--- src/hdl/pce_pkg.sv ---
// ----------------------------------------------------------------------------
// pce_pkg
// Shared types and constants of the correlation engine.
// ----------------------------------------------------------------------------
package pce_pkg;

	localparam int QDEPTH   = 2;
	localparam int RBITS    = 17;
	localparam int PAIRS_W  = 17;

	typedef enum logic [3:0] {
		S_IDLE,
		S_NXX,
		S_SX2,
		S_NYY,
		S_SY2,
		S_NXY,
		S_SXY,
		S_BASE,
		S_RHS,
		S_SQ,
		S_LHS,
		S_FIN,
		S_OUT
	} back_state_t;

	typedef struct packed {
		logic signed [15:0]   correlation;
		logic [PAIRS_W-1:0]   pairs_used;
		logic                 degenerate;
	} pce_result_t;

endpackage

--- src/hdl/pce_if.sv ---
// ----------------------------------------------------------------------------
// pce_if
// Valid/ready channels of the correlation engine.
// ----------------------------------------------------------------------------
interface pce_in_if;
	logic               valid;
	logic               ready;
	logic signed [15:0] x_value;
	logic signed [15:0] y_value;
	logic               missing;
	logic               last_pair;
	modport source (output valid, output x_value, output y_value, output missing,
		output last_pair, input ready);
	modport sink (input valid, input x_value, input y_value, input missing,
		input last_pair, output ready);
endinterface


interface pce_cfg_if;
	logic valid;
	logic ready;
	logic data;
	modport source (output valid, output data, input ready);
	modport sink (input valid, input data, output ready);
endinterface

--- src/hdl/pce_front.sv ---
// ----------------------------------------------------------------------------
// pce_front
// Takes pairs, accumulates count and sums, queues a snapshot on last pair.
// ----------------------------------------------------------------------------
module pce_front import pce_pkg::*; #(
	parameter int MAX_LENGTH = 65536,
	parameter int CW         = 17,
	parameter int SNW        = 228
) (
	input  logic           clk,
	input  logic           arst_n,
	pce_cfg_if.sink        cfg,
	pce_in_if.sink         pair_in,
	output logic           push,
	output logic [SNW-1:0] snap,
	input  logic           full
);
	localparam int SW  = CW + 16;
	localparam int XW  = CW + 31;
	localparam int PXW = CW + 32;

	logic                  neg_q;
	logic [CW-1:0]         cnt_q;
	logic signed [SW-1:0]  sx_q, sy_q;
	logic [XW-1:0]         sxx_q, syy_q;
	logic signed [PXW-1:0] sxy_q;

	logic signed [16:0]    xe, ye;
	logic signed [33:0]    pxx, pyy, pxy;
	logic                  keep, accept;
	logic [CW-1:0]         n_cnt;
	logic signed [SW-1:0]  n_sx, n_sy;
	logic [XW-1:0]         n_sxx, n_syy;
	logic signed [PXW-1:0] n_sxy;

	assign cfg.ready     = 1'b1;
	assign pair_in.ready = !full;
	assign accept        = pair_in.valid && pair_in.ready;

	always_comb begin
		xe     = neg_q ? -{pair_in.x_value[15], pair_in.x_value}
		                : {pair_in.x_value[15], pair_in.x_value};
		ye     = {pair_in.y_value[15], pair_in.y_value};
		pxx    = xe * xe;
		pyy    = ye * ye;
		pxy    = xe * ye;
		keep   = !pair_in.missing && (cnt_q < CW'(MAX_LENGTH));
		n_cnt  = cnt_q;
		n_sx   = sx_q;
		n_sy   = sy_q;
		n_sxx  = sxx_q;
		n_syy  = syy_q;
		n_sxy  = sxy_q;
		if (keep) begin
			n_cnt = cnt_q + 1'b1;
			n_sx  = sx_q + SW'(xe);
			n_sy  = sy_q + SW'(ye);
			n_sxx = sxx_q + XW'(pxx[32:0]);
			n_syy = syy_q + XW'(pyy[32:0]);
			n_sxy = sxy_q + PXW'(pxy);
		end
	end

	assign push = accept && pair_in.last_pair;
	assign snap = {n_cnt, n_sx, n_sy, n_sxx, n_syy, n_sxy};

	always_ff @(posedge clk or negedge arst_n) begin
		if (!arst_n) begin
			neg_q <= 1'b0;
			cnt_q <= '0;
			sx_q  <= '0;
			sy_q  <= '0;
			sxx_q <= '0;
			syy_q <= '0;
			sxy_q <= '0;
		end else begin
			if (cfg.valid) begin
				neg_q <= cfg.data;
			end
			if (accept) begin
				if (pair_in.last_pair) begin
					cnt_q <= '0;
					sx_q  <= '0;
					sy_q  <= '0;
					sxx_q <= '0;
					syy_q <= '0;
					sxy_q <= '0;
				end else begin
					cnt_q <= n_cnt;
					sx_q  <= n_sx;
					sy_q  <= n_sy;
					sxx_q <= n_sxx;
					syy_q <= n_syy;
					sxy_q <= n_sxy;
				end
			end
		end
	end
endmodule

--- src/flat_wrapper.sv ---
// flat-port wrapper written by rule: the top's interface ports become plain ports
module pce_front_flat import pce_pkg::*;
#(
	parameter int MAX_LENGTH = 65536,
	parameter int CW         = 17,
	parameter int SNW        = 228
)
  (clk, arst_n, push, snap, full, cfg_valid, cfg_data, cfg_ready, pair_in_valid, pair_in_x_value, pair_in_y_value, pair_in_missing, pair_in_last_pair, pair_in_ready);
  pce_cfg_if cfg_i ();
  pce_in_if pair_in_i ();
  input  logic clk;
  input  logic arst_n;
  output logic push;
  output logic [SNW-1:0] snap;
  input  logic full;
  input wire logic [$bits(cfg_i.valid)-1:0] cfg_valid;
  input wire logic [$bits(cfg_i.data)-1:0] cfg_data;
  output wire logic [$bits(cfg_i.ready)-1:0] cfg_ready;
  input wire logic [$bits(pair_in_i.valid)-1:0] pair_in_valid;
  input wire logic [$bits(pair_in_i.x_value)-1:0] pair_in_x_value;
  input wire logic [$bits(pair_in_i.y_value)-1:0] pair_in_y_value;
  input wire logic [$bits(pair_in_i.missing)-1:0] pair_in_missing;
  input wire logic [$bits(pair_in_i.last_pair)-1:0] pair_in_last_pair;
  output wire logic [$bits(pair_in_i.ready)-1:0] pair_in_ready;
  assign cfg_i.valid = cfg_valid;
  assign cfg_i.data = cfg_data;
  assign cfg_ready = cfg_i.ready;
  assign pair_in_i.valid = pair_in_valid;
  assign pair_in_i.x_value = pair_in_x_value;
  assign pair_in_i.y_value = pair_in_y_value;
  assign pair_in_i.missing = pair_in_missing;
  assign pair_in_i.last_pair = pair_in_last_pair;
  assign pair_in_ready = pair_in_i.ready;
  pce_front #(.MAX_LENGTH(MAX_LENGTH), .CW(CW), .SNW(SNW)) u_core (.clk(clk), .arst_n(arst_n), .cfg(cfg_i), .pair_in(pair_in_i), .push(push), .snap(snap), .full(full));
endmodule
--- config.mk ---
export PLATFORM = sky130hd
export DESIGN_NAME = pce_front_flat
export DESIGN_NICKNAME = d
export VERILOG_FILES = /design/src/hdl/pce_pkg.sv /design/src/hdl/pce_if.sv /design/src/hdl/pce_front.sv /design/src/flat_wrapper.sv
export SDC_FILE = /design/constraint.sdc
export NUM_CORES = 2
export LEC_CHECK = 0
export ABC_AREA = 1
export CORE_UTILIZATION = 50
export DETAILED_ROUTE_END_ITERATION = 8
export DONT_BUFFER_PORTS = 1
export PLACE_DENSITY = 0.74
export SLEW_MARGIN = 5
export SYNTH_ARGS = -nofsm -noshare
export SYNTH_HDL_FRONTEND = slang
export SYNTH_SLANG_ARGS = --single-unit
--- constraint.sdc ---
create_clock -name clk -period 9.79 [get_ports clk]
set_input_delay 0.979 -clock clk [delete_from_list [all_inputs] [get_ports clk]]
set_output_delay 0.979 -clock clk [all_outputs]
set_load 0.01 [all_outputs]
# ---- After elaboration in Yosys (flattened, before gate mapping)
# Index checks and enable logic that the tools add are counted.
dict set report word_totals {
  ff_bits 229
  latch_bits 0
  mem_bits_rw 0
  rom_bits 0
  out_inout_bits 231
  elab_cells 36
  mem_count 0
}
dict set report classes {
  add_sub_neg 7
  mul 3
  n_div 0
  n_lt_le_gt_ge 1
  eq_ne 0
  shift 0
  mux 13
  bitwise_logic 0
  reduce_logical 5
}
# operator n
set op_table {}
lappend op_table {{48-bit 2-to-1 mux} 4}
lappend op_table {{33-bit 2-to-1 mux} 4}
lappend op_table {{49-bit 2-to-1 mux} 2}
lappend op_table {{48-bit by 33-bit adder with 48-bit output} 2}
lappend op_table {{17-bit 2-to-1 mux} 3}
lappend op_table {{49-bit by 33-bit adder with 49-bit output} 1}
lappend op_table {{33-bit by 16-bit adder with 33-bit output} 1}
lappend op_table {{33-bit by 17-bit adder with 33-bit output} 1}
lappend op_table {{17-bit by 16-bit multiplier with 33-bit output} 1}
lappend op_table {{17-bit by 17-bit multiplier with 33-bit output} 1}
lappend op_table {{16-bit by 16-bit multiplier with 32-bit output} 1}
lappend op_table {{17-bit by 1-bit adder with 17-bit output, second input constant} 1}
lappend op_table {{17-bit less-than comparator, second input constant} 1}
lappend op_table {{17-bit negator} 1}
lappend op_table {{1-bit logical AND} 3}
lappend op_table {{1-bit zero test} 2}

# ---- Longest topological paths before layout
dict set report depth {
  word_depth 6
  depth_mapped 51
  depth_no_buf 49
}

# ---- Least setup slack after synthesis
# Ideal clock, no wire load.
dict set report synth_timing {
  kind {input to output}
  from {in pair_in_x_value[0]}
  to {out snap[142]}
  arrival_time_ns 9.234
  setup_slack_ns -0.423
  path_stages 39
  n_path_buf 3
  path_cell_list {buf_6 -> clkinv_1 -> clkbuf_1 -> ha_1 -> nand3_1 -> nor2_1 -> nand2_1 -> nand2_1 -> nand2_1 -> nand2_2 -> inv_1 -> clkbuf_1 -> nand2_1 -> fa_1 -> inv_1 -> fa_1 -> inv_1 -> fa_1 -> [... 3 more ...] -> fa_1 -> ha_1 -> nand2_1 -> nor4_1 -> nand3_1 -> nand3_1 -> a21oi_1 -> xor2_1 -> inv_1 -> ha_1 -> nand2_1 -> nor2_1 -> nand2_1 -> nor2_1 -> nand3_1 -> o2111ai_1 -> nand4_1 -> and2_1}
}
dict set report synth_via {
  elab_chain_len 5
}
# item line
set synth_lines {}
lappend synth_lines {{start, declared} flat_wrapper.sv:20} ;# input wire logic [$bits(pair_in_i.x_value)-1:0] pair_in_x_value;
lappend synth_lines {{17-bit negator} pce_front.sv:41} ;# xe = neg_q ? -{pair_in.x_value[15], pair_in.x_value}
lappend synth_lines {{17-bit 2-to-1 mux (*)} pce_front.sv:41}
lappend synth_lines {{17-bit by 17-bit multiplier with 33-bit output (*)} pce_front.sv:44} ;# pxx = xe * xe;
lappend synth_lines {{48-bit by 33-bit adder with 48-bit output (*)} pce_front.sv:58} ;# n_sxx = sxx_q + XW'(pxx[32:0]);
lappend synth_lines {{48-bit 2-to-1 mux (*)} pce_front.sv:54} ;# if (keep) begin
lappend synth_lines {{end, declared} flat_wrapper.sv:14} ;# output logic [SNW-1:0] snap;
# Mark *: on every way between the ends. The rest lies on a longest branch, timed or not.

# ---- Final worst setup path
dict set report layout_timing {
  from {in pair_in_x_value[0]}
  to {out snap[127]}
}
# The elaborated chain is that of the path after synthesis.

==> qor.yml <==
wl_per_cell_um: 20.2
period_needed_ns: 9.70
cts.clk_slew.worst_paths_ns: 0.06
end_kind: "output port"
final_common_cell: "nand2_1"
worst_pin_slew_ns: 1.25
relSlewSlack_pct: 16.6
crit_type: "input port to output port"
final_max_slew_viol_count: 0
io_pins: 271
critPathMaxFanout: 21
yosysSeqAreaShare_pct: 10.7
fin_ws_ns: 0.0854
antenna_found_initial: 1
syn2layout_area_growth_pct: 13.1
place_inst: 8717
clkLatencyLatePin_ns: 0.61
synth_nets: 8570
synthArstFlopShare_pct: 100
syn_inst: 7217
start_util_pct: 50.7
grt.met2_usage_pct: 50.4
dieArea_um2: 109000
ys.flop_type: "dfrtp_1"
min_period_over_period_pct: 99.1
fill_cells: 9607
crit_start: "pair_in_x_value[0]"
status: "complete, no violations"
hold_viol: 0
worstPathRequired_ns: 8.81
cts_sinks: 229
dp_slack_ns: -0.534
ys_ff_latch: 229
fin_util_pct: 57.4
grt_overflow: 0
port_buffers: 0
finClkSkew_ns: 0.0266
firstDrtPassIters: 6
use_met1_pct: 44.7
fin_cells: 8822
die_h_um: 330
crit_slowest_cell: "fa_1"
grt_pass1_vias: 48900
yosys_warnings: 0
numCtsBuffers: 34
layout_common_cells: "nand2_1, inv_1, fa_1, nor2_1, ha_1"
drc_errors: 0
grt_max_degree: 230
route.vias.total: 48600
drv_cap: 0
viasPerCell: 5.51
routabilityCongestion: 1.02
dp_hpwl_um: 142000
syn_area_um2: 53800
cts_tree: "done"
cp.arrival_ns: 8.73
fin_nets: 8761
die_w_um: 330
core_um2: 106000
setup_viol: 0
drt.antenna.violating_nets: 0
num_rows: 119
drive_gt1_share_pct: 11.4
wl_um: 179000
avgSynthCellArea_um2: 7.45
r2r_start: "u_core.neg_q"
cts-root-buf: "clkbuf_16"
busiest_layer: "met2"
drt_iter0_markers: 3940
htreeDepth: 2
synth_edf_count: 0
grt_use_met3_pct: 8.85
rsz0062_at_grt: "true"
cts.path.max_buffers: 3
critPathLaunchType: "input port"
fmax_ghz: 0.103
max_stage_delay_ns: 0.53
grtUsageTotal_pct: 33.0
synth_cell_types: 56
hold_path_class: "input port to async pin"
grt_pass1_wl_um: 277000
[cells in the mapped netlist, types with 28 or more instances]
master,number,area (um^2)
a21o_1,32,240
a21oi_1,317,1590
a22o_1,28,245
and2_1,35,219
buf_1,32,120
clkbuf_1,151,567
dfrtp_1,229,5730
fa_1,882,17700
ha_1,431,5390
inv_1,1571,5900
nand2_1,1682,6310
nand3_1,274,1370
nand4_1,50,313
nor2_1,588,2210
nor3_1,51,255
o21ai_0,351,1760
o21bai_1,30,225
or2_2,48,300
xnor2_1,73,639
xor2_1,131,1150
[critical path: cells and delay by family]
family,cells,cell delay (ns)
buffers and inverters,14,1.45
XOR/XNOR,1,0.20
AND/OR/NAND/NOR,19,2.08
AO/OA/AOI/OAI,2,0.46
adder cells (fa/ha/maj),8,3.51
[per-layer routing]
metal / share of wire [%] / routed length (um)
met2: 44 / 78400
met1: 41 / 72600
met4: 4.7 / 8300
met5: 0 / 0
met3: 11 / 19300
[timing repair]
item,4_1_cts,5_1_grt
endpoints found under the hold margin,0,0
buffers inserted,5,43
hold buffers,0,0
pin swaps,8,112
resized for setup,59,456
endpoints found under the setup margin,26,48
[path summary, 6_finish.rpt]
check	depth (start not counted)	slack (ns)	endpoint
worst max-delay path	44	0.09	snap[127]
worst min-delay path	0	0.08	u_core.sx_q[13]
worst max register to register	40	1.53	u_core.sxx_q[36]
worst min register to register	2	0.48	u_core.syy_q[44]
max in group asynchronous	0	9.23	u_core.syy_q[12]
min in group clk	2	0.48	u_core.syy_q[44]
[state kept, by name, summed over array words and instances, names as in the netlist]
name	count
u_core.cnt_q	17
u_core.neg_q	1
u_core.sx_q	33
u_core.sxx_q	48
u_core.sxy_q	49
u_core.sy_q	33
u_core.syy_q	48
[through the flow]
stage	TNS (ns)	hold WS (ns)	instance area [um^2]
floorplan	0	0.449	53800
global placement	-3.72	0.466	57300
detailed placement	-6.91	0.466	57300
CTS	0	0.0595	58700
global route	-2.61	0.0687	60800
finish	0	0.0830	60800
[area by class of cell]
cell class              count  area (um^2)  area share, %
diodes                      1         2.50        0.00411
clock buffers              44          990           1.63
clock inverters            14          175          0.288
inverters                1584         6000           9.86
multi-input cells        5199        43200           71.0
flip-flops and latches    229         5730           9.42
well taps                1391         1740           2.86
repair buffers            360         2970           4.89
[kinds of logic after synthesis]
| kind of cell | synth area share (%) |
|---|---|
| AO/OA/AOI/OAI | 9.24 |
| flip-flops | 10.7 |
| buffers and inverters | 12.6 |
| XOR/XNOR | 3.32 |
| adder cells (fa/ha/maj) | 42.9 |
| other | 0.00697 |
| AND/OR/NAND/NOR | 21.4 |
Power is not shown: default switching activity piles up to over one toggle a cycle in this logic, so the estimate is an artifact.
