$ cat src/hdl/pce_pkg.sv
// ----------------------------------------------------------------------------
// pce_pkg
// Shared types and constants of the correlation engine.
// ----------------------------------------------------------------------------
package pce_pkg;

	localparam int QDEPTH   = 2;
	localparam int RBITS    = 17;
	localparam int PAIRS_W  = 17;

	typedef enum logic [3:0] {
		S_IDLE,
		S_NXX,
		S_SX2,
		S_NYY,
		S_SY2,
		S_NXY,
		S_SXY,
		S_BASE,
		S_RHS,
		S_SQ,
		S_LHS,
		S_FIN,
		S_OUT
	} back_state_t;

	typedef struct packed {
		logic signed [15:0]   correlation;
		logic [PAIRS_W-1:0]   pairs_used;
		logic                 degenerate;
	} pce_result_t;

endpackage

$ cat src/hdl/pce_fifo.sv
// ----------------------------------------------------------------------------
// pce_fifo
// Short snapshot queue between front and back.
// ----------------------------------------------------------------------------
module pce_fifo import pce_pkg::*; #(
	parameter int W = 8
) (
	input  logic         clk,
	input  logic         arst_n,
	input  logic         push,
	input  logic [W-1:0] wdata,
	output logic         full,
	input  logic         pop,
	output logic [W-1:0] rdata,
	output logic         empty
);
	localparam int AW = (QDEPTH > 1) ? $clog2(QDEPTH) : 1;
	localparam int CNTW = $clog2(QDEPTH + 1);

	logic [W-1:0]    mem_q [QDEPTH];
	logic [AW-1:0]   wr_ptr_q, rd_ptr_q;
	logic [CNTW-1:0] cnt_q;

	assign full  = (cnt_q == CNTW'(QDEPTH));
	assign empty = (cnt_q == '0);
	assign rdata = mem_q[rd_ptr_q];

	always_ff @(posedge clk) begin
		if (push) begin
			mem_q[wr_ptr_q] <= wdata;
		end
	end

	always_ff @(posedge clk or negedge arst_n) begin
		if (!arst_n) begin
			wr_ptr_q <= '0;
			rd_ptr_q <= '0;
			cnt_q    <= '0;
		end else begin
			if (push) begin
				wr_ptr_q <= (wr_ptr_q == AW'(QDEPTH - 1)) ? '0 : wr_ptr_q + 1'b1;
			end
			if (pop) begin
				rd_ptr_q <= (rd_ptr_q == AW'(QDEPTH - 1)) ? '0 : rd_ptr_q + 1'b1;
			end
			if (push && !pop) begin
				cnt_q <= cnt_q + 1'b1;
			end else if (pop && !push) begin
				cnt_q <= cnt_q - 1'b1;
			end
		end
	end
endmodule

$ cat config.mk
export PLATFORM = sky130hd
export DESIGN_NAME = pce_fifo
export DESIGN_NICKNAME = d
export VERILOG_FILES = /design/src/hdl/pce_pkg.sv /design/src/hdl/pce_fifo.sv
export SDC_FILE = /design/constraint.sdc
export NUM_CORES = 1
export LEC_CHECK = 0
export ABC_AREA = 1
export BUFFER_PORTS_ARGS = -buffer_cell sky130_fd_sc_hd__buf_2
export CAP_MARGIN = 0
export CORE_MARGIN = 5
export CORE_UTILIZATION = 49
export CTS_BUF_LIST = sky130_fd_sc_hd__clkbuf_8 sky130_fd_sc_hd__clkbuf_16
export DETAILED_ROUTE_END_ITERATION = 12
export PLACE_DENSITY = 0.75
export SLEW_MARGIN = 10
export SYNTH_ARGS = -nofsm -noshare
export SYNTH_HDL_FRONTEND = slang
export SYNTH_SLANG_ARGS = --single-unit
$ cat constraint.sdc
create_clock -name clk -period 1.6 [get_ports clk]
set_clock_uncertainty 0.15 [all_clocks]
set_input_delay 0.16 -clock clk [delete_from_list [all_inputs] [get_ports clk]]
set_output_delay 0.16 -clock clk [all_outputs]
set_load 0.01 [all_outputs]
After elaboration in Yosys (flattened, before gate mapping)
Memories as Yosys holds them, arrays and structs flattened.
Index checks and enable logic that the tools add are counted.
- bits in registers: 4
- latch bits: 0
- memory bits (writable): 16
- ROM bits: 0
- input port bits: 12
- word-level logic and storage cells: 21
- memories kept: 1
- memories (name ; words ; bits a word ; rd ports ; clocked after Yosys merged registers in ; write ports ; RTL line ; source):
    mem_q ; 2 ; 8 ; 1 ; 0 ; 1 ; pce_fifo.sv:20 ; logic [W-1:0] mem_q [QDEPTH];
- $add $sub $neg: 4
- multipliers: 0
- divide/modulo/power cells: 0
- magnitude comparators: 0
- eq/ne operators: 1
- shift-type cells: 0
- multiplexer cells: 6
- bitwise operators: 0
- reduce and logical (&&, ||, !) cells: 6
- operators by type and width (operator ; count):
    1-bit 2-to-1 mux ; 4
    2-bit 2-to-1 mux ; 2
    1-bit adder (second input constant) ; 2
    2-bit by 1-bit adder with 2-bit output (second input constant) ; 1
    2-bit == test (second input constant) ; 1
    1-bit logical AND ; 2
    1-bit logical NOT ; 2
    2-bit logical NOT ; 1
    2-bit nonzero test ; 1
    2-bit by 1-bit subtractor with 2-bit output (second input constant) ; 1

Logic depth before layout (Yosys ltp)
Gate-level depths: netlist (run 1).
- depth after elaboration: 4
- depth in mapped cells: 7
- mapped depth without buffers: 7

Worst setup path before layout (run 1)
Ideal clock, no wire load.
- kind: register -> register
- from: register wr_ptr_q
- to: memory mem_q[0][0] (enable)
- setup time: 0.370 ns
- arrival: 0.774 ns
- required time: 1.080 ns
- path slack: 0.306 ns
- cell stages (with the launch flop): 2
- buffers on the path: 0
- clock period less this slack: 1.294 ns
- cells stage by stage: dfrtp_1 -> nor2_1
- RTL lines (element ; RTL line ; source):
    start: declaration ; pce_fifo.sv:21 ; logic [AW-1:0] wr_ptr_q, rd_ptr_q;
    start signal: assignment ; pce_fifo.sv:41 ; wr_ptr_q <= (wr_ptr_q == AW'(QDEPTH - 1)) ? '0 : wr_ptr_q + 1'b1;
    end: declaration ; pce_fifo.sv:20 ;
Straight into the memory's write port.

Worst setup path in the final report (run 1)
- from: register rd_ptr_q
- to: output rdata[1]
- cells in the longest elaborated chain, start to end: 1
- RTL lines (element ; RTL line ; source):
    start: declaration ; pce_fifo.sv:21 ;
    start signal: assignment ; pce_fifo.sv:44 ; rd_ptr_q <= (rd_ptr_q == AW'(QDEPTH - 1)) ? '0 : rd_ptr_q + 1'b1;
    memory 2 x 8 bit ; n/a ;
    end: declaration ; pce_fifo.sv:14 ; output logic [W-1:0] rdata,
Every way passes these cells.

==> impl_metrics.ini, run 1 <==
[detailed_routing]
vias = 504
routedWlPerCell_um = 14.6
firstDrtPassIters = 4
ant_nets = 0
drtIter0Drc = 8
drt-vias-per-instance = 4.85
routed_wl_um = 1520
route.detailed.drc = 0

[min_path]
hold_path.class = primary input to async pin

[logic_synthesis]
yosys_warnings = 0
synth_area_um2 = 818
syn_avg_cell_area_um2 = 16.4
synth_cell_types = 12
ys_ff_latch = 20
synth_cells = 50
syn_nets = 63
ys_top_cells_by_area = edfxtp_1 (59%), mux2_4 (15%), dfrtp_1 (12%)
yosysSeqAreaShare_pct = 70.9
synth_top_area_share_pct = 58.7
yosys.area.top_type = edfxtp_1

[floorplan]
initial_core_util_pct = 53.1
coreArea_um2 = 1540
dieHeight_um = 50.9
pin_count = 22
die_area_um2 = 2590
die_w_um = 50.9
rows = 14

[clock_tree]
cts.sinks = 20
clkTransAtPathRegs_ns = 0.07
insertion_delay_ns = 0.25
root_buffer = clkbuf_8
htreeDepth = 1
cts_tree = yes
cts_buffer_depth = 2
cts_buffers = 3

[setup_path]
crit_path_end_kind = output port
critPathKind = flop to output port
cp.arrival_ns = 1.27
r2r-start = wr_ptr_q
reg2regPathDepth = 2
cp_max_fo = 5
crit_start = rd_ptr_q
critPathRequiredTime_ns = 1.29
start_kind = flop

[power_and_ir_drop]
p_per_area_nw_per_um2 = 1540
leakage_uw = 0.000507
ir_drop_v = 0.000897

[final_layout]
final_cell_area_um2 = 1110
fin_nets = 102
antenna_cells = 0
area_growth_pct = 35.5
fin_util_pct = 71.9
fillers = 105
drive_above_1_share_pct = 40.9
mostFrequentLayoutCell = buf_2
layout_common_cells = buf_2 (22), edfxtp_1 (16), dlygate4sd3_1 (11)

[timing]
relSlewSlack_pct = 78.2
worst_slew_pin_slew_ns = 0.326
min_period_ns = 1.58
whs_ns = 0.128
rsz0062_at_grt = true
setup_slack_ns = 0.0247
setup-tns-final_ns = 0
period_share_pct = 98.5
slew_violations = 0
max_freq_mhz = 635
finalSetupViolations = 0
timing.final.hold_violations = 0

[placement]
post-place-ws_ns = 0.158
placed_area_um2 = 940
gp_congestion = 0.750
port_buffers = 21
dpl.hpwl_um = 1020

[outcome]
status = complete, no violations

[global_route]
grt_pass1_vias = 508
grt_use_total_pct = 12.3
grt-ovfl-total = 0
grt_max_degree = 12
grt_pass1_wl_um = 2290
antenna_found_initial = 0

[job]
drv_cap = 0
==> through the flow <==
step	std cells	power, uW
6_report	104	1700
5_1_grt	104	1790
4_1_cts	102	1690
3_5_place_dp	87	1350
3_3_place_gp	87	1320
2_1_floorplan	50	1180
==> final cells by class <==
| cell class | instances | area (um2) | share of cell area, % |
|---|---|---|---|
| Sequential cell | 20 | 582 | 52.5 |
| Timing Repair Buffer | 35 | 235 | 21.2 |
| Multi-Input combinational cell | 22 | 200 | 18.1 |
| Clock buffer | 3 | 41.3 | 3.72 |
| Inverter | 7 | 26.3 | 2.37 |
| Tap cell | 16 | 20.0 | 1.81 |
| Clock inverter | 1 | 3.75 | 0.339 |
==> cells in the mapped netlist (all sizes together) <==
cell type and instances:
ha 1, nand4 1, mux2 8, edfxtp 16, nand2 5, buf 1
inv 7, xor2 2, dfrtp 4, xnor2 1, nor2 3, nand3 1
==> worst paths after layout <==
| check | endpoint | slack [ns] |
|---|---|---|
| setup / recovery | rdata[1] | 0.02 |
| hold / removal | rd_ptr_q | 0.13 |
| setup reg to reg | mem_q[1][6] | 0.42 |
| hold reg to reg | wr_ptr_q | 0.34 |
| max in group asynchronous | rd_ptr_q | 1.03 |
| min in group clk | wr_ptr_q | 0.34 |
==> registers in the layout, indices dropped and copies added (netlist names) <==
signal / cells
rd_ptr_q: 1
wr_ptr_q: 1
cnt_q: 2
mem_q: 16
==> per-layer routing <==
metal / wire, um / global-route usage [%] / up-vias
met4: 0 / 5.11 / 0
met1: 566 / 12.7 / 245
li1: - / - / 246
met5: 0 / 0 / -
met2: 861 / 22.5 / 13
met3: 94 / 3.78 / 0
==> cells by family after synthesis <==
kind of cell  share of synthesized area [%]
xor+xnor                               3.21
fa+ha+maj                              1.53
simple gates                           5.05
flops                                  70.9
buf+inv                                4.59
mux                                    14.7
==> worst max-delay path, cell delays in order, from the launching register on <==
cell	delay, ns
dfrtp_2	0.40
buf_4	0.17
mux2_4	0.30
buf_2	0.14
==> timing repair <==
action / 4_1_cts / 5_1_grt
setup endpoints to repair: 8 / 8
pin swaps: 0 / 0
setup buffers: 0 / 2
endpoints found under the hold margin: 22 / 0
hold buffers: 11 / 0
resized for setup: 1 / 0
==> power breakdown <==
part           switching [uW]  internal [uW]  total (uW)
Combinational             286            324         610
Clock                     148            170         319
Sequential               65.4            710         775
Total                     500           1200        1700
Power figures use the tool's default switching activity.
==> inputs of run 2 (changes only) <==
--- a/config.mk
+++ b/config.mk
@@ -8,6 +8,7 @@
 export ABC_AREA = 1
 export BUFFER_PORTS_ARGS = -buffer_cell sky130_fd_sc_hd__buf_2
 export CAP_MARGIN = 0
+export CORE_ASPECT_RATIO = 1.1
 export CORE_MARGIN = 5
 export CORE_UTILIZATION = 49
 export CTS_BUF_LIST = sky130_fd_sc_hd__clkbuf_8 sky130_fd_sc_hd__clkbuf_16
==> constraint.sdc (replaced) <==
create_clock -name clk -period 1.7 [get_ports clk]
set_clock_uncertainty 0.15 [all_clocks]
set_input_delay 0.17 -clock clk [delete_from_list [all_inputs] [get_ports clk]]
set_output_delay 0.17 -clock clk [all_outputs]
set_load 0.01 [all_outputs]
==> run 2 against run 1 <==
  * Utilization is 2.3 points lower
  * Cell count is 0.96% lower
  * Hold slack worse by 0.017 ns
  * Clock power is 6% lower
  * Clock-buffer cell count stayed put
  * Register-to-register slack better by 0.11 ns
  * Cell area is 1.0% lower
  * Sequential share of layout area is 0.54 points higher
  * Power is 8.7% lower
  * Routed wire length is 19% lower
  * Critical path depth is 1 lower
==> impl_metrics.ini, run 2 (synthesized netlist as in run 1, its figures left out) <==
[global_route]
grt_pass1_vias = 518
grt_pass1_wl_um = 2190
grt_use_total_pct = 11.4
grt-ovfl-total = 0
antenna_found_initial = 0
grt_max_degree = 12

[clock_tree]
cts_buffer_depth = 2
cts.sinks = 20
cts_buffers = 3
insertion_delay_ns = 0.25
htreeDepth = 1
cts_tree = yes
root_buffer = clkbuf_8
clkTransAtPathRegs_ns = 0.07

[detailed_routing]
vias = 473
routedWlPerCell_um = 12.0
firstDrtPassIters = 4
ant_nets = 0
routed_wl_um = 1240
route.detailed.drc = 0
drtIter0Drc = 4
drt-vias-per-instance = 4.59

[timing]
rsz0062_at_grt = false
slew_violations = 0
relSlewSlack_pct = 78.1
timing.final.hold_violations = 0
worst_slew_pin_slew_ns = 0.328
finalSetupViolations = 0
max_freq_mhz = 641
period_share_pct = 91.8
setup_slack_ns = 0.140
min_period_ns = 1.56
setup-tns-final_ns = 0

[placement]
dp_cells = 88
gp_congestion = 0.623
post-place-ws_ns = 0.265
dpl.hpwl_um = 845
port_buffers = 21

[final_layout]
area_growth_pct = 34.1
largestRegisters = mem_q x16, cnt_q x2
layout_common_cells = buf_2 (21), edfxtp_1 (16), dlygate4sd3_1 (11)
antenna_cells = 0
drive_above_1_share_pct = 39.5
largest_reg_flops = 16
final_cells = 103
fin_util_pct = 69.6
mostFrequentLayoutCell = buf_2
top_register = mem_q
fin_nets = 100

[job]
drv_cap = 0

[setup_path]
reg2regPathDepth = 2
crit_path_end_kind = output port
ff2ff_setup_slack_ns = 0.53
start_kind = flop
r2r_end = mem_q[1][3]
r2r-start = wr_ptr_q
cp_max_fo = 9
critPathRequiredTime_ns = 1.38
cp.arrival_ns = 1.24
critPathKind = flop to output port

[power_and_ir_drop]
leakage_uw = 0.000498
total_power_uw = 1560
p_per_area_nw_per_um2 = 1420
ir_drop_v = 0.00125

[floorplan]
die_w_um = 49.0
dieHeight_um = 52.9
die_area_um2 = 2590
pin_count = 22
initial_core_util_pct = 51.9
coreArea_um2 = 1580
rows = 15

[outcome]
status = complete, no violations

[min_path]
hold_path.class = primary input to async pin
## run 2: changes by cell type in the layout (fill, tap and decap cells not counted)
cell	before	now
buf_2	22	21
buf_4	2	1
## run 2: metal layers
| metal | track usage, % | vias up | share of wire (%) |
|---|---|---|---|
| met4 | 4.04 | 0 | 0 |
| met2 | 22.6 | 12 | 59 |
| met3 | 3.94 | 0 | 4.4 |
| met5 | 0 | - | 0 |
| li1 | - | 242 | - |
| met1 | 10.6 | 219 | 37 |
## run 2: layout make-up
cell class | count | area, um2
flip-flops and latches | 20 | 582
fillers | 119 | 479
repair buffers | 33 | 223
multi-input cells | 22 | 200
clock buffers | 3 | 41.3
inverters | 7 | 26.3
well taps | 17 | 21.3
clock inverters | 1 | 3.75
## run 2: critical path: stages (launching register included)
cell	delay, ns
dfrtp_2	0.53
mux2_4	0.32
buf_2	0.14
## run 2: timing repair
item,in CTS,in global routing
endpoints found under the hold margin,22,0
setup endpoints to repair,8,0
hold buffers,11,0
resized for setup,1,0
setup buffers,0,0
## run 2: worst max path at each step
stage,cells after the start,startpoint,end
2_1_floorplan,1,wr_ptr_q,mem_q[0][0]
3_3_place_gp,2,rd_ptr_q,rdata[2]
3_5_place_dp,2,rd_ptr_q,rdata[4]
4_1_cts,2,rd_ptr_q,rdata[4]
5_1_grt,2,rd_ptr_q,rdata[2]
6_report,2,rd_ptr_q,rdata[5]
## run 2: per-stage QoR
stage | area, um2 | hold WS [ns]
after CTS | 1100 | 0.102
after global placement | 941 | -0.168
after global routing | 1100 | 0.126
after floorplan | 818 | -0.276
after detailed placement | 941 | -0.167
final | 1100 | 0.111
## run 2: report_power, final
part	leakage, uW	switching [uW]	total [uW]	internal (uW)
clock	0.0000231	140	300	160
sequential	0.000196	105	773	668
combinational	0.000279	203	484	281
total	0.000498	447	1560	1110
==> inputs of run 3 (changes only) <==
--- a/config.mk
+++ b/config.mk
@@ -10,10 +10,10 @@
 export CAP_MARGIN = 0
 export CORE_ASPECT_RATIO = 1.1
 export CORE_MARGIN = 5
-export CORE_UTILIZATION = 49
+export CORE_UTILIZATION = 39
 export CTS_BUF_LIST = sky130_fd_sc_hd__clkbuf_8 sky130_fd_sc_hd__clkbuf_16
 export DETAILED_ROUTE_END_ITERATION = 12
-export PLACE_DENSITY = 0.75
+export MAX_ROUTING_LAYER = met4
 export SLEW_MARGIN = 10
 export SYNTH_ARGS = -nofsm -noshare
 export SYNTH_HDL_FRONTEND = slang
==> run 3 against run 2 <==
  * Critical path depth unchanged
  * Clock power is 53% higher
  * Flip-flop and latch count is the same
  * Critical endpoint is now rdata[1]
==> impl_metrics.ini, run 3 (synthesized netlist as in run 1, its figures left out) <==
[outcome]
status = complete, no violations

[power_and_ir_drop]
p_sw_uw = 457
total_power_uw = 1720
ir_drop_v = 0.000737
clkPwrFrac_pct = 26.7
seqPwrFrac_pct = 45.2
power.internal_uw = 1260
combPwrFrac_pct = 28.1
leakage_uw = 0.000511
sw_frac_of_total_pct = 26.6
p_per_area_nw_per_um2 = 1510

[floorplan]
pin_count = 22
die_w_um = 53.7
rows = 17
initial_core_util_pct = 40.9
coreArea_um2 = 2000
die_area_um2 = 3120
dieHeight_um = 58.0

[timing]
period_share_pct = 92.7
setup-tns-final_ns = 0
slew_violations = 0
min_period_ns = 1.58
whs_ns = 0.116
worst_slew_pin_slew_ns = 0.331
timing.final.hold_violations = 0
rsz0062_at_grt = false
finalSetupViolations = 0
max_freq_mhz = 635
setup_slack_ns = 0.124
relSlewSlack_pct = 77.9

[setup_path]
reg2regPathDepth = 2
r2r-start = wr_ptr_q
crit_start = rd_ptr_q
start_kind = flop
r2r_end = mem_q[1][2]
crit_path_end_kind = output port
critPathRequiredTime_ns = 1.38
cp_max_fo = 9
critPathKind = flop to output port
ff2ff_setup_slack_ns = 0.52
cp.arrival_ns = 1.26
setup.worst_path.end = rdata[1]

[detailed_routing]
ant_nets = 0
vias = 486
drt-vias-per-instance = 4.26
routed_wl_um = 1260
routedWlPerCell_um = 11.1
firstDrtPassIters = 2
drtIter0Drc = 5
route.detailed.drc = 0

[placement]
dpl.hpwl_um = 881
dp_cells = 99
port_buffers = 21
gp_congestion = 0.638
post-place-ws_ns = 0.235

[global_route]
antenna_found_initial = 0
grt_pass1_vias = 495
grt-ovfl-total = 0
grt_pass1_wl_um = 2140
grt_max_degree = 13
grt_use_total_pct = 9.89

[clock_tree]
clkTransAtPathRegs_ns = 0.07
post_cts_buffers = 0
cts_buffers = 3
root_buffer = clkbuf_8
insertion_delay_ns = 0.25
cts_tree = yes
cts_buffer_depth = 2
cts.sinks = 20
htreeDepth = 1

[final_layout]
fillers = 179
top_register = mem_q
area_growth_pct = 39.0
fin_nets = 100
final_cells = 114
largest_reg_flops = 16
antenna_cells = 0
layout_common_cells = buf_2 (21), edfxtp_1 (16), dlygate4sd3_1 (11)
drive_above_1_share_pct = 40.7
mostFrequentLayoutCell = buf_2
largestRegisters = mem_q x16, cnt_q x2

[job]
drv_cap = 0

[min_path]
hold_path.class = primary input to async pin
## run 3: how the worst min path moves through the flow
stage	to	slack [ns]	depth (start not counted)	startpoint
after floorplan	cnt_q[0]	-0.28	0	arst_n
after global placement	cnt_q[0]	-0.17	1	arst_n
after detailed placement	cnt_q[0]	-0.17	1	arst_n
after CTS	cnt_q[0]	0.09	2	arst_n
after global routing	wr_ptr_q	0.14	2	arst_n
final	wr_ptr_q	0.12	2	arst_n
## run 3: final cells by class
| type | count | area, um2 | area share (%) |
|---|---|---|---|
| clock buffers | 3 | 41.3 | 3.63 |
| clock inverters | 1 | 30.0 | 2.64 |
| inverters | 7 | 26.3 | 2.31 |
| multi-input cells | 22 | 200 | 17.6 |
| flip-flops and latches | 20 | 582 | 51.2 |
| well taps | 28 | 35.0 | 3.08 |
| repair buffers | 33 | 223 | 19.6 |
## run 3: power groups by stage
stage	logic (uW)	clock network, uW	registers [uW]
finish	483	460	777
global placement	468	0	781
detailed placement	475	0	788
global route	526	491	798
CTS	493	468	781
floorplan	389	0	721
## run 3: worst max-delay path, stage by stage (launching register included)
cell	delay (ns)
dfrtp_2	0.54
mux2_4	0.33
buf_2	0.14
## run 3: timing repair
item,CTS,global route
hold buffers,11,0
hold endpoints to repair,22,0
gates resized for setup,1,0
setup endpoints to repair,8,0
## run 3: stage by stage
stage,area [um2],util (%)
6_report,1140,56.9
5_1_grt,1140,56.9
4_1_cts,1140,56.9
3_5_place_dp,955,47.7
3_3_place_gp,955,47.7
2_1_floorplan,818,-
## run 3: metal layers
layer | vias to the layer above | GRT usage [%] | wire length [um]
met5 | - | - | 0
li1 | 242 | - | -
met4 | 0 | 4.38 | 10
met1 | 231 | 11.0 | 560
met3 | 2 | 2.31 | 61
met2 | 11 | 16.4 | 628
