<file path="src/hdl/pce_pkg.sv">
// ----------------------------------------------------------------------------
// pce_pkg
// Shared types and constants of the correlation engine.
// ----------------------------------------------------------------------------
package pce_pkg;

	localparam int QDEPTH   = 2;
	localparam int RBITS    = 17;
	localparam int PAIRS_W  = 17;

	typedef enum logic [3:0] {
		S_IDLE,
		S_NXX,
		S_SX2,
		S_NYY,
		S_SY2,
		S_NXY,
		S_SXY,
		S_BASE,
		S_RHS,
		S_SQ,
		S_LHS,
		S_FIN,
		S_OUT
	} back_state_t;

	typedef struct packed {
		logic signed [15:0]   correlation;
		logic [PAIRS_W-1:0]   pairs_used;
		logic                 degenerate;
	} pce_result_t;

endpackage

</file>
<file path="src/hdl/pce_if.sv">


interface pce_out_if;
	logic               valid;
	logic               ready;
	logic signed [15:0] correlation;
	logic [16:0]        pairs_used;
	logic               degenerate;
	modport source (output valid, output correlation, output pairs_used,
		output degenerate, input ready);
	modport sink (input valid, input correlation, input pairs_used,
		input degenerate, output ready);
endinterface


</file>
<file path="src/hdl/pce_mul.sv">
// ----------------------------------------------------------------------------
// pce_mul
// Shift-add multiplier, one multiplier bit per cycle.
// ----------------------------------------------------------------------------
module pce_mul import pce_pkg::*; #(
	parameter int PW = 8,
	parameter int BW = 8
) (
	input  logic          clk,
	input  logic          arst_n,
	input  logic          start,
	input  logic [PW-1:0] a,
	input  logic [BW-1:0] b,
	output logic          done,
	output logic [PW-1:0] p
);
	logic [PW-1:0] a_q, acc_q;
	logic [BW-1:0] b_q;
	logic          busy_q;

	assign done = busy_q && (b_q == '0);
	assign p    = acc_q;

	always_ff @(posedge clk or negedge arst_n) begin
		if (!arst_n) begin
			busy_q <= 1'b0;
		end else if (start) begin
			busy_q <= 1'b1;
		end else if (done) begin
			busy_q <= 1'b0;
		end
	end

	always_ff @(posedge clk) begin
		if (start) begin
			a_q   <= a;
			b_q   <= b;
			acc_q <= '0;
		end else if (busy_q && (b_q != '0)) begin
			if (b_q[0]) begin
				acc_q <= acc_q + a_q;
			end
			a_q <= {a_q[PW-2:0], 1'b0};
			b_q <= {1'b0, b_q[BW-1:1]};
		end
	end
endmodule

</file>
<file path="src/hdl/pce_back.sv">
// ----------------------------------------------------------------------------
// pce_back
// Sequencer for variances, covariance and the bitwise search for r.
// ----------------------------------------------------------------------------
module pce_back import pce_pkg::*; #(
	parameter int CW  = 17,
	parameter int SNW = 228
) (
	input  logic           clk,
	input  logic           arst_n,
	input  logic [SNW-1:0] snap,
	input  logic           empty,
	output logic           pop,
	pce_out_if.source      result_out
);
	localparam int SW  = CW + 16;
	localparam int XW  = CW + 31;
	localparam int PXW = CW + 32;
	localparam int PW  = 4 * CW + 98;
	localparam int BW  = 2 * CW + 33;

	back_state_t state_q, state_d;
	logic        started_q;

	logic [CW-1:0]         n_q;
	logic signed [SW-1:0]  sx_q, sy_q;
	logic [XW-1:0]         sxx_q, syy_q;
	logic signed [PXW-1:0] sxy_q;
	logic [PW-1:0]         t_q, vx_q, vy_q, base_q, rhs_q, mag_q;
	logic                  neg_q;
	logic [4:0]            bit_q;
	logic [RBITS-1:0]      r_q, c_q;
	logic [2*RBITS-1:0]    csq_q;
	pce_result_t           res_q;

	logic [CW-1:0]         s_n;
	logic signed [SW-1:0]  s_sx, s_sy;
	logic [XW-1:0]         s_sxx, s_syy;
	logic signed [PXW-1:0] s_sxy;
	logic [CW+PAIRS_W-1:0] s_nx;

	logic [SW-1:0]  ax, ay;
	logic [PXW-1:0] axy;
	logic [PW-1:0]  diff;
	logic           mul_start, mul_done;
	logic [PW-1:0]  mul_a, mul_p;
	logic [BW-1:0]  mul_b;
	logic [RBITS-1:0] c_next;
	logic           sp, sq;

	assign {s_n, s_sx, s_sy, s_sxx, s_syy, s_sxy} = snap;
	assign s_nx = {{PAIRS_W{1'b0}}, s_n};

	assign ax     = sx_q[SW-1] ? SW'(-sx_q) : SW'(sx_q);
	assign ay     = sy_q[SW-1] ? SW'(-sy_q) : SW'(sy_q);
	assign axy    = sxy_q[PXW-1] ? PXW'(-sxy_q) : PXW'(sxy_q);
	assign diff   = t_q - mul_p;
	assign c_next = r_q | (RBITS'(1) << bit_q);
	assign sp     = sxy_q[PXW-1];
	assign sq     = sx_q[SW-1] ^ sy_q[SW-1];

	pce_mul #(.PW(PW), .BW(BW)) u_mul (
		.clk    (clk),
		.arst_n (arst_n),
		.start  (mul_start),
		.a      (mul_a),
		.b      (mul_b),
		.done   (mul_done),
		.p      (mul_p)
	);

	always_ff @(posedge clk or negedge arst_n) begin
		if (!arst_n) begin
			state_q   <= S_IDLE;
			started_q <= 1'b0;
		end else begin
			state_q <= state_d;
			if (mul_start) begin
				started_q <= 1'b1;
			end else if (mul_done) begin
				started_q <= 1'b0;
			end
		end
	end

	always_comb begin
		state_d   = state_q;
		pop       = 1'b0;
		mul_start = 1'b0;
		mul_a     = '0;
		mul_b     = '0;
		unique case (state_q)
			S_IDLE: begin
				if (!empty) begin
					pop     = 1'b1;
					state_d = (s_n == '0) ? S_OUT : S_NXX;
				end
			end
			S_NXX: begin
				mul_a = PW'(sxx_q);
				mul_b = BW'(n_q);
				if (mul_done) state_d = S_SX2;
			end
			S_SX2: begin
				mul_a = PW'(ax);
				mul_b = BW'(ax);
				if (mul_done) state_d = S_NYY;
			end
			S_NYY: begin
				mul_a = PW'(syy_q);
				mul_b = BW'(n_q);
				if (mul_done) state_d = S_SY2;
			end
			S_SY2: begin
				mul_a = PW'(ay);
				mul_b = BW'(ay);
				if (mul_done) begin
					state_d = ((vx_q == '0) || (diff == '0)) ? S_OUT : S_NXY;
				end
			end
			S_NXY: begin
				mul_a = PW'(axy);
				mul_b = BW'(n_q);
				if (mul_done) state_d = S_SXY;
			end
			S_SXY: begin
				mul_a = PW'(ax);
				mul_b = BW'(ay);
				if (mul_done) state_d = S_BASE;
			end
			S_BASE: begin
				mul_a = vx_q;
				mul_b = BW'(vy_q);
				if (mul_done) state_d = S_RHS;
			end
			S_RHS: begin
				mul_a = mag_q;
				mul_b = BW'(mag_q);
				if (mul_done) state_d = S_SQ;
			end
			S_SQ: begin
				state_d = S_LHS;
			end
			S_LHS: begin
				mul_a = base_q;
				mul_b = BW'(csq_q);
				if (mul_done) state_d = (bit_q == '0) ? S_FIN : S_SQ;
			end
			S_FIN: begin
				state_d = S_OUT;
			end
			S_OUT: begin
				if (result_out.ready) state_d = S_IDLE;
			end
			default: state_d = S_IDLE;
		endcase
		if ((state_q != S_IDLE) && (state_q != S_SQ) && (state_q != S_FIN) &&
			(state_q != S_OUT) && !started_q) begin
			mul_start = 1'b1;
		end
	end

	always_ff @(posedge clk) begin
		case (state_q)
			S_IDLE: begin
				if (pop) begin
					n_q   <= s_n;
					sx_q  <= s_sx;
					sy_q  <= s_sy;
					sxx_q <= s_sxx;
					syy_q <= s_syy;
					sxy_q <= s_sxy;
					r_q   <= '0;
					bit_q <= 5'(RBITS - 1);
					res_q.pairs_used  <= s_nx[PAIRS_W-1:0];
					res_q.correlation <= '0;
					res_q.degenerate  <= 1'b1;
				end
			end
			S_NXX, S_NYY, S_NXY: begin
				if (mul_done) t_q <= mul_p;
			end
			S_SX2: begin
				if (mul_done) vx_q <= diff;
			end
			S_SY2: begin
				if (mul_done) vy_q <= diff;
			end
			S_SXY: begin
				if (mul_done) begin
					if (sp != sq) begin
						mag_q <= t_q + mul_p;
						neg_q <= sp;
					end else if (t_q >= mul_p) begin
						mag_q <= diff;
						neg_q <= sp;
					end else begin
						mag_q <= mul_p - t_q;
						neg_q <= !sp;
					end
				end
			end
			S_BASE: begin
				if (mul_done) base_q <= mul_p;
			end
			S_RHS: begin
				if (mul_done) rhs_q <= mul_p << 30;
			end
			S_SQ: begin
				c_q   <= c_next;
				csq_q <= c_next * c_next;
			end
			S_LHS: begin
				if (mul_done) begin
					if (mul_p <= rhs_q) r_q <= c_q;
					bit_q <= bit_q - 1'b1;
				end
			end
			S_FIN: begin
				res_q.degenerate <= 1'b0;
				if (neg_q) begin
					res_q.correlation <= 16'(-r_q);
				end else if (r_q > RBITS'(32767)) begin
					res_q.correlation <= 16'sd32767;
				end else begin
					res_q.correlation <= 16'(r_q);
				end
			end
			default: ;
		endcase
	end

	assign result_out.valid       = (state_q == S_OUT);
	assign result_out.correlation = res_q.correlation;
	assign result_out.pairs_used  = res_q.pairs_used;
	assign result_out.degenerate  = res_q.degenerate;
endmodule

</file>
<file path="src/flat_wrapper.sv">
// flat-port wrapper written by rule: the top's interface ports become plain ports
module pce_back_flat import pce_pkg::*;
#(
	parameter int CW  = 17,
	parameter int SNW = 228
)
  (clk, arst_n, snap, empty, pop, result_out_valid, result_out_correlation, result_out_pairs_used, result_out_degenerate, result_out_ready);
  pce_out_if result_out_i ();
  input  logic clk;
  input  logic arst_n;
  input  logic [SNW-1:0] snap;
  input  logic empty;
  output logic pop;
  output wire logic [$bits(result_out_i.valid)-1:0] result_out_valid;
  output wire logic [$bits(result_out_i.correlation)-1:0] result_out_correlation;
  output wire logic [$bits(result_out_i.pairs_used)-1:0] result_out_pairs_used;
  output wire logic [$bits(result_out_i.degenerate)-1:0] result_out_degenerate;
  input wire logic [$bits(result_out_i.ready)-1:0] result_out_ready;
  assign result_out_valid = result_out_i.valid;
  assign result_out_correlation = result_out_i.correlation;
  assign result_out_pairs_used = result_out_i.pairs_used;
  assign result_out_degenerate = result_out_i.degenerate;
  assign result_out_i.ready = result_out_ready;
  pce_back #(.CW(CW), .SNW(SNW)) u_core (.clk(clk), .arst_n(arst_n), .snap(snap), .empty(empty), .pop(pop), .result_out(result_out_i));
endmodule
</file>
<file path="config.mk">
export PLATFORM = sky130hd
export DESIGN_NAME = pce_back_flat
export DESIGN_NICKNAME = d
export VERILOG_FILES = /design/src/hdl/pce_pkg.sv /design/src/hdl/pce_if.sv /design/src/hdl/pce_mul.sv /design/src/hdl/pce_back.sv /design/src/flat_wrapper.sv
export SDC_FILE = /design/constraint.sdc
export NUM_CORES = 2
export LEC_CHECK = 0
export BUFFER_PORTS_ARGS = -buffer_cell sky130_fd_sc_hd__buf_2
export CORE_AREA = 2 2 617 619
export CTS_BUF_LIST = sky130_fd_sc_hd__clkbuf_8
export DETAILED_ROUTE_END_ITERATION = 16
export DIE_AREA = 0 0 619 621
export PLACE_DENSITY = 0.51
export SYNTH_ARGS = -nofsm -noshare
export SYNTH_HDL_FRONTEND = slang
export SYNTH_SLANG_ARGS = --single-unit
</file>
<file path="constraint.sdc">
create_clock -name clk -period 15.3 [get_ports clk]
set_input_delay 3.06 -clock clk [delete_from_list [all_inputs] [get_ports clk]]
set_output_delay 3.06 -clock clk [all_outputs]
set_load 0.05 [all_outputs]
</file>
======== Yosys cells after proc, flatten, opt, wreduce, memory -nomap -nowiden ========
Index checks and enable logic that the tools add are counted.
word-level totals
  memories kept ........................... 0
  input port bits ......................... 232
  memory bits (read-only) ................. 0
  latch bits .............................. 0
  logic and storage cells ................. 150
  register bits after elaboration ......... 1590
  bits in writable memories ............... 0
operators by class
  $lt $le $gt $ge ......................... 3
  divide/modulo/power cells ............... 0
  equality and inequality tests ........... 29
  mux-type cells .......................... 45
  shifts and indexed selects .............. 1
  add/sub/neg operators ................... 9
  multiply operators ...................... 1
  bitwise operators ....................... 2
  reduce and logical (&&, ||, !) cells .... 36
operators with widths
  kind                                                             count
  166-bit case mux with 8 select lines                             1
  166-bit two-way mux                                              4
  67-bit case mux with 6 select lines                              1
  166-bit adder                                                    2
  166-bit logical NOT                                              2
  166-bit subtractor                                               2
  166-bit greater-or-equal comparator                              1
  166-bit less-or-equal comparator                                 1
  67-bit two-way mux                                               2
  67-bit logical NOT                                               1
  67-bit nonzero test                                              1
  33-bit two-way mux                                               2
  33-bit negator                                                   2
  4-bit two-way mux                                                13
  4-bit case mux with 13 select lines                              1
  17-bit two-way mux                                               3
  49-bit two-way mux                                               1
  49-bit negator                                                   1
  17-bit by 17-bit multiplier with 34-bit output                   1
  34-bit two-way mux                                               1
  17-bit case mux with 2 select lines                              1
  16-bit two-way mux                                               2
  16-bit case mux with 2 select lines                              1
  2-bit by 1-bit != test with 1-bit output, second input constant  11
  other kinds (32)                                                 68

======== Longest topological paths before layout ========
  word-level depth ........................ 7
  mapped depth ............................ 34
  mapped depth without buffers ............ 33

======== By module ========
From an unflattened synthesis, not the netlist that was laid out.
unflattened totals
  cells, all modules ...................... 12625
  area, all modules ....................... 117741.7 µm²
by module, submodules not included
  module    cells each  area each (µm²)  times used  seq. area each (µm²)
  pce_back  9780        91297.6          1           35679.2
  pce_mul   2845        26444.1          1           10344.9

======== Worst setup path before layout ========
No wires, ideal clock.
  path kind ............................... input-to-output
  start point ............................. in empty
  end point ............................... out pop
  required time ........................... 12240 ps
  arrival ................................. 13030 ps
  path buffers ............................ 0
  cell stages on the path ................. 1
  path slack .............................. -790 ps
  path through ............................ nor2_1
on the way
  longest elaborated chain between the ends .. 2
RTL lines
  element            RTL line            source
  from (decl)        flat_wrapper.sv:12  input logic empty;
  1-bit two-way mux  pce_back.sv:94      if (!empty) begin
  1-bit two-way mux  pce_back.sv:92      unique case (state_q)
  to (decl)          flat_wrapper.sv:13  output logic pop;
Every way passes these cells.

======== Final worst setup path ========
  start point ............................. reg u_core.bit_q[1]
  end point ............................... reg u_core.csq_q[32], data pin
on the way
  longest elaborated chain between the ends .. 3
RTL lines
  element                                         RTL line         source
  from (decl)                                     pce_back.sv:31   logic [4:0] bit_q;
  from (signal assigned)                          pce_back.sv:174  bit_q <= 5'(RBITS - 1);
  from (signal assigned)                          pce_back.sv:216  bit_q <= bit_q - 1'b1;
  1-bit by 5-bit left shift with 17-bit output    pce_back.sv:58   assign c_next = r_q | (RBITS'(1) << bit_q);
  17-bit bitwise OR                               pce_back.sv:58
  net u_core.c_next[9]                            pce_back.sv:48   logic [RBITS-1:0] c_next;
  17-bit by 17-bit multiplier with 34-bit output  pce_back.sv:211  csq_q <= c_next * c_next;
  to (signal assigned)                            pce_back.sv:211
  to (decl)                                       pce_back.sv:33   logic [2*RBITS-1:0] csq_q;
The timed path passes the listed nets, and every way through them passes these cells.
A chain may end at the register's enable or synchronous reset.

==> impl_metrics.env <==
export IMPL_r2r_end="u_core.csq_q[32]"
export IMPL_cts_root_buf="clkbuf_8"
export IMPL_design_area_mm2=0.130
export IMPL_clkPwrFrac_pct=16.1
export IMPL_r2r_slack_ns=5.91
export IMPL_hold_path_depth=2
export IMPL_start_kind="flop"
export IMPL_layout_drive_gt1_share_pct=8.63
export IMPL_rsz0062_at_grt="no"
export IMPL_reg2reg_from="u_core.bit_q[1]"
export IMPL_syn_area_mm2=0.117
export IMPL_holdPathEnd="u_core.u_mul.b_q[53]"
export IMPL_power_total_mw=27.3
export IMPL_coreArea_mm2=0.378
export IMPL_clockBufferDepth=4
export IMPL_final_cell_mix="a21oi_1, edfxtp_1, nand2_1, inv_1, o21ai_0"
export IMPL_hold_path_class="reg2reg"
export IMPL_dr_pass1_iters=10
export IMPL_postCtsResizedCells=0
export IMPL_place_congestion=1.01
export IMPL_syn_nets=14176
export IMPL_seq_area_frac_synth_pct=39.5
export IMPL_cp_slowest_stage_delay_ns=0.76
export IMPL_synthFlopType="edfxtp_1"
export IMPL_drc=0
export IMPL_layout_commonest_cell="a21oi_1"
export IMPL_antenna_found_initial=51
export IMPL_htree_levels=5
export IMPL_die_h_um=621
export IMPL_status="finished, final reports clean"
export IMPL_ys_seq_elements=1588
export IMPL_crit_required_ns=16.06
export IMPL_cp_common_cell="fa_1"
export IMPL_netlist_instances=12838
export IMPL_start_util_pct=30.9
export IMPL_r2r_cells=29
export IMPL_cts_setup_buffers=0
export IMPL_wirelength_um=573000
export IMPL_cts_reportedPaths_clkPinSlew_ns=0.07
export IMPL_drv_slew=0
export IMPL_cts_sinks=1588
export IMPL_die_area_mm2=0.384
export IMPL_skew_ns=0.132
export IMPL_clock_latency_ns=1.14
export IMPL_synth_avg_cell_area_um2=9.08
export IMPL_drt_iter0_drc=14025
export IMPL_power_density_mw_per_mm2=209
export IMPL_synth_edf_count=1417
export IMPL_dpl_hpwl_um=456000
export IMPL_grt_pass1_wl_um=799000
export IMPL_hold_worst_slack_ns=0.520
export IMPL_worstSetupEndpointType="flop"
export IMPL_synth_lib_cells_used_distinct=113
export IMPL_tightest_slew_ns=1.45
export IMPL_grt_ovfl_total=0
export IMPL_crit_path_top_delay_cell="clkinv_1"
export IMPL_period_share_pct=61.4
export IMPL_setup_viol=0
export IMPL_grt_pass1_vias=104196
export IMPL_area_growth_pct=11.9
export IMPL_viasPerCell=5.92
export IMPL_nets=14398
export IMPL_ant_nets=0
export IMPL_hp_start="u_core.u_mul.b_q[54]"
export IMPL_synth_warnings=0
export IMPL_switching_share_pct=52.7
export IMPL_hold_violations=0
export IMPL_tns_ns=0
export IMPL_power_frac_comb_pct=59.9
export IMPL_cts_buffers=302
export IMPL_via_count=108541
export IMPL_crit_fanout=11
export IMPL_ir_drop_mv=0.131
export IMPL_seqPwrFrac_pct=24.0
export IMPL_grt_use_total_pct=28.8
export IMPL_post_dp_cell_area_mm2=0.124
export IMPL_synthArstFlopShare_pct=0.315
export IMPL_p_sw_mw=14.4
export IMPL_maxCapViolCount=0
export IMPL_wl_per_cell_um=31.3
export IMPL_fmax_mhz=107
export IMPL_die_width_um=619
export IMPL_row_count=226
export IMPL_io_pins=268
export IMPL_grt_max_degree=85
export IMPL_p_leak_nw=50.6
export IMPL_cts_tree="done"
export IMPL_io_buffers=267
export IMPL_fin_util_pct=34.5
export IMPL_cp_data_arrival_time_ns=10.15
export IMPL_relSlewSlack_pct=2.22
export IMPL_p_int_mw=12.9
export IMPL_crit_type="reg2reg"
export IMPL_postCtsHoldBufs=0
export IMPL_finalCriticalPeriod_ns=9.39
==> how the worst max path moves through the flow <==
stage | startpoint | end | slack [ns] | cells after the start
final | u_core.bit_q[1] | u_core.csq_q[32] | 5.91 | 29
after global routing | u_core.bit_q[0] | u_core.csq_q[32] | 5.37 | 29
after CTS | u_core.bit_q[0] | u_core.csq_q[32] | 5.83 | 28
after detailed placement | u_core.bit_q[0] | u_core.csq_q[32] | 5.89 | 28
after global placement | u_core.bit_q[0] | u_core.csq_q[32] | 5.96 | 28
after floorplan | u_core.state_q[1] | u_core.vx_q[0] | 1.62 | 6
==> routing by layer <==
metal / vias up / global-route usage [%] / wire length, um
li1: 47803 / - / -
met1: 54351 / 39.0 / 242000
met2: 5312 / 44.3 / 251000
met3: 1063 / 4.77 / 48300
met4: 12 / 13.8 / 32100
met5: - / 0 / 75
==> worst max-delay path: cells and delay by family, from the launching register on <==
family | cells | cell delay (ns)
XOR/XNOR | 1 | 0.16
AO/OA/AOI/OAI | 9 | 2.69
adder cells (fa/ha/maj) | 8 | 3.64
flip-flops | 1 | 0.40
buffers and inverters | 6 | 1.10
AND/OR/NAND/NOR | 5 | 1.15
==> state kept, by name (all words and copies together) (netlist names), 4 cells and up <==
name and flops:
u_core.base_q 166, u_core.mag_q 166, u_core.t_q 166, u_core.u_mul.a_q 166, u_core.u_mul.p 166, u_core.vx_q 166
u_core.rhs_q 136, u_core.u_mul.b_q 67, u_core.vy_q 67, u_core.sxy_q 49, u_core.sxx_q 48, u_core.syy_q 48
u_core.csq_q 33, u_core.sx_q 33, u_core.sy_q 33, u_core.n_q 17, u_core.r_q 17, u_core.c_q 16
u_core.result_out.correlation 16, u_core.bit_q 5, u_core.state_q 4
==> through the flow <==
step	setup slack [ns]	instances
after floorplan	1.62	12838
after global routing	5.37	18317
after detailed placement	5.89	17772
after CTS	5.83	18311
after global placement	5.96	17772
final	5.91	18327
==> power by group through the flow <==
stage	registers [mW]	clock network (mW)	logic, mW
2_1_floorplan	6.47	0	9.33
3_3_place_gp	6.60	0	15.8
3_5_place_dp	6.61	0	15.7
4_1_cts	6.53	4.48	15.8
5_1_grt	6.58	4.65	17.2
6_report	6.55	4.40	16.3
==> synth_stat cells, types with 30 or more instances <==
cell type	number	area, um^2
a21oi_1	1439	7200
edfxtp_1	1417	42600
nand2_1	1284	4820
inv_1	1058	3970
o21ai_0	937	4690
ha_1	910	11400
nor2_1	885	3320
clkbuf_1	542	2030
xnor2_1	424	3710
nand4_1	286	1790
nand3_1	254	1270
o21bai_1	243	1820
a21o_1	223	1670
nor4_1	204	1280
nor3_1	197	986
fa_1	196	3920
dfxtp_1	166	3320
a222oi_1	152	1520
o31ai_1	133	998
a22oi_1	124	931
xor2_1	108	946
o211ai_1	100	751
a22o_1	94	823
nand2b_1	87	544
a31oi_1	82	513
nor2b_1	81	507
o21a_1	76	571
a211oi_1	75	563
or3_1	72	450
buf_1	70	263
and2_1	60	375
or4_1	60	450
o21ai_1	59	295
a21boi_0	47	353
or2_2	47	294
buf_2	40	200
o311ai_0	40	350
a221oi_1	38	333
a311oi_1	36	315
a221o_1	31	310
and3_1	31	194
o41ai_1	31	272
o221ai_1	30	263
==> cell families after synthesis <==
family          count (synthesis)  share of synthesized area (%)
fa+ha+maj                    1106                           13.1
mux                            28                          0.246
buf+inv                      1722                           5.60
flops                        1588                           39.5
xor+xnor                      532                           4.00
simple gates                 3629                           14.6
compound gates               4233                           23.0
==> layout make-up <==
| type | count | area (um^2) |
|---|---|---|
| Fill cell | 39696 | 247000 |
| Multi-Input combinational cell | 9528 | 64500 |
| Sequential cell | 1588 | 46000 |
| Tap cell | 5016 | 6280 |
| Clock buffer | 312 | 4290 |
| Inverter | 1067 | 4010 |
| Timing Repair Buffer | 573 | 3630 |
| Clock inverter | 227 | 1720 |
| Antenna cell | 16 | 40.0 |
(Power assumes the default switching activity.)
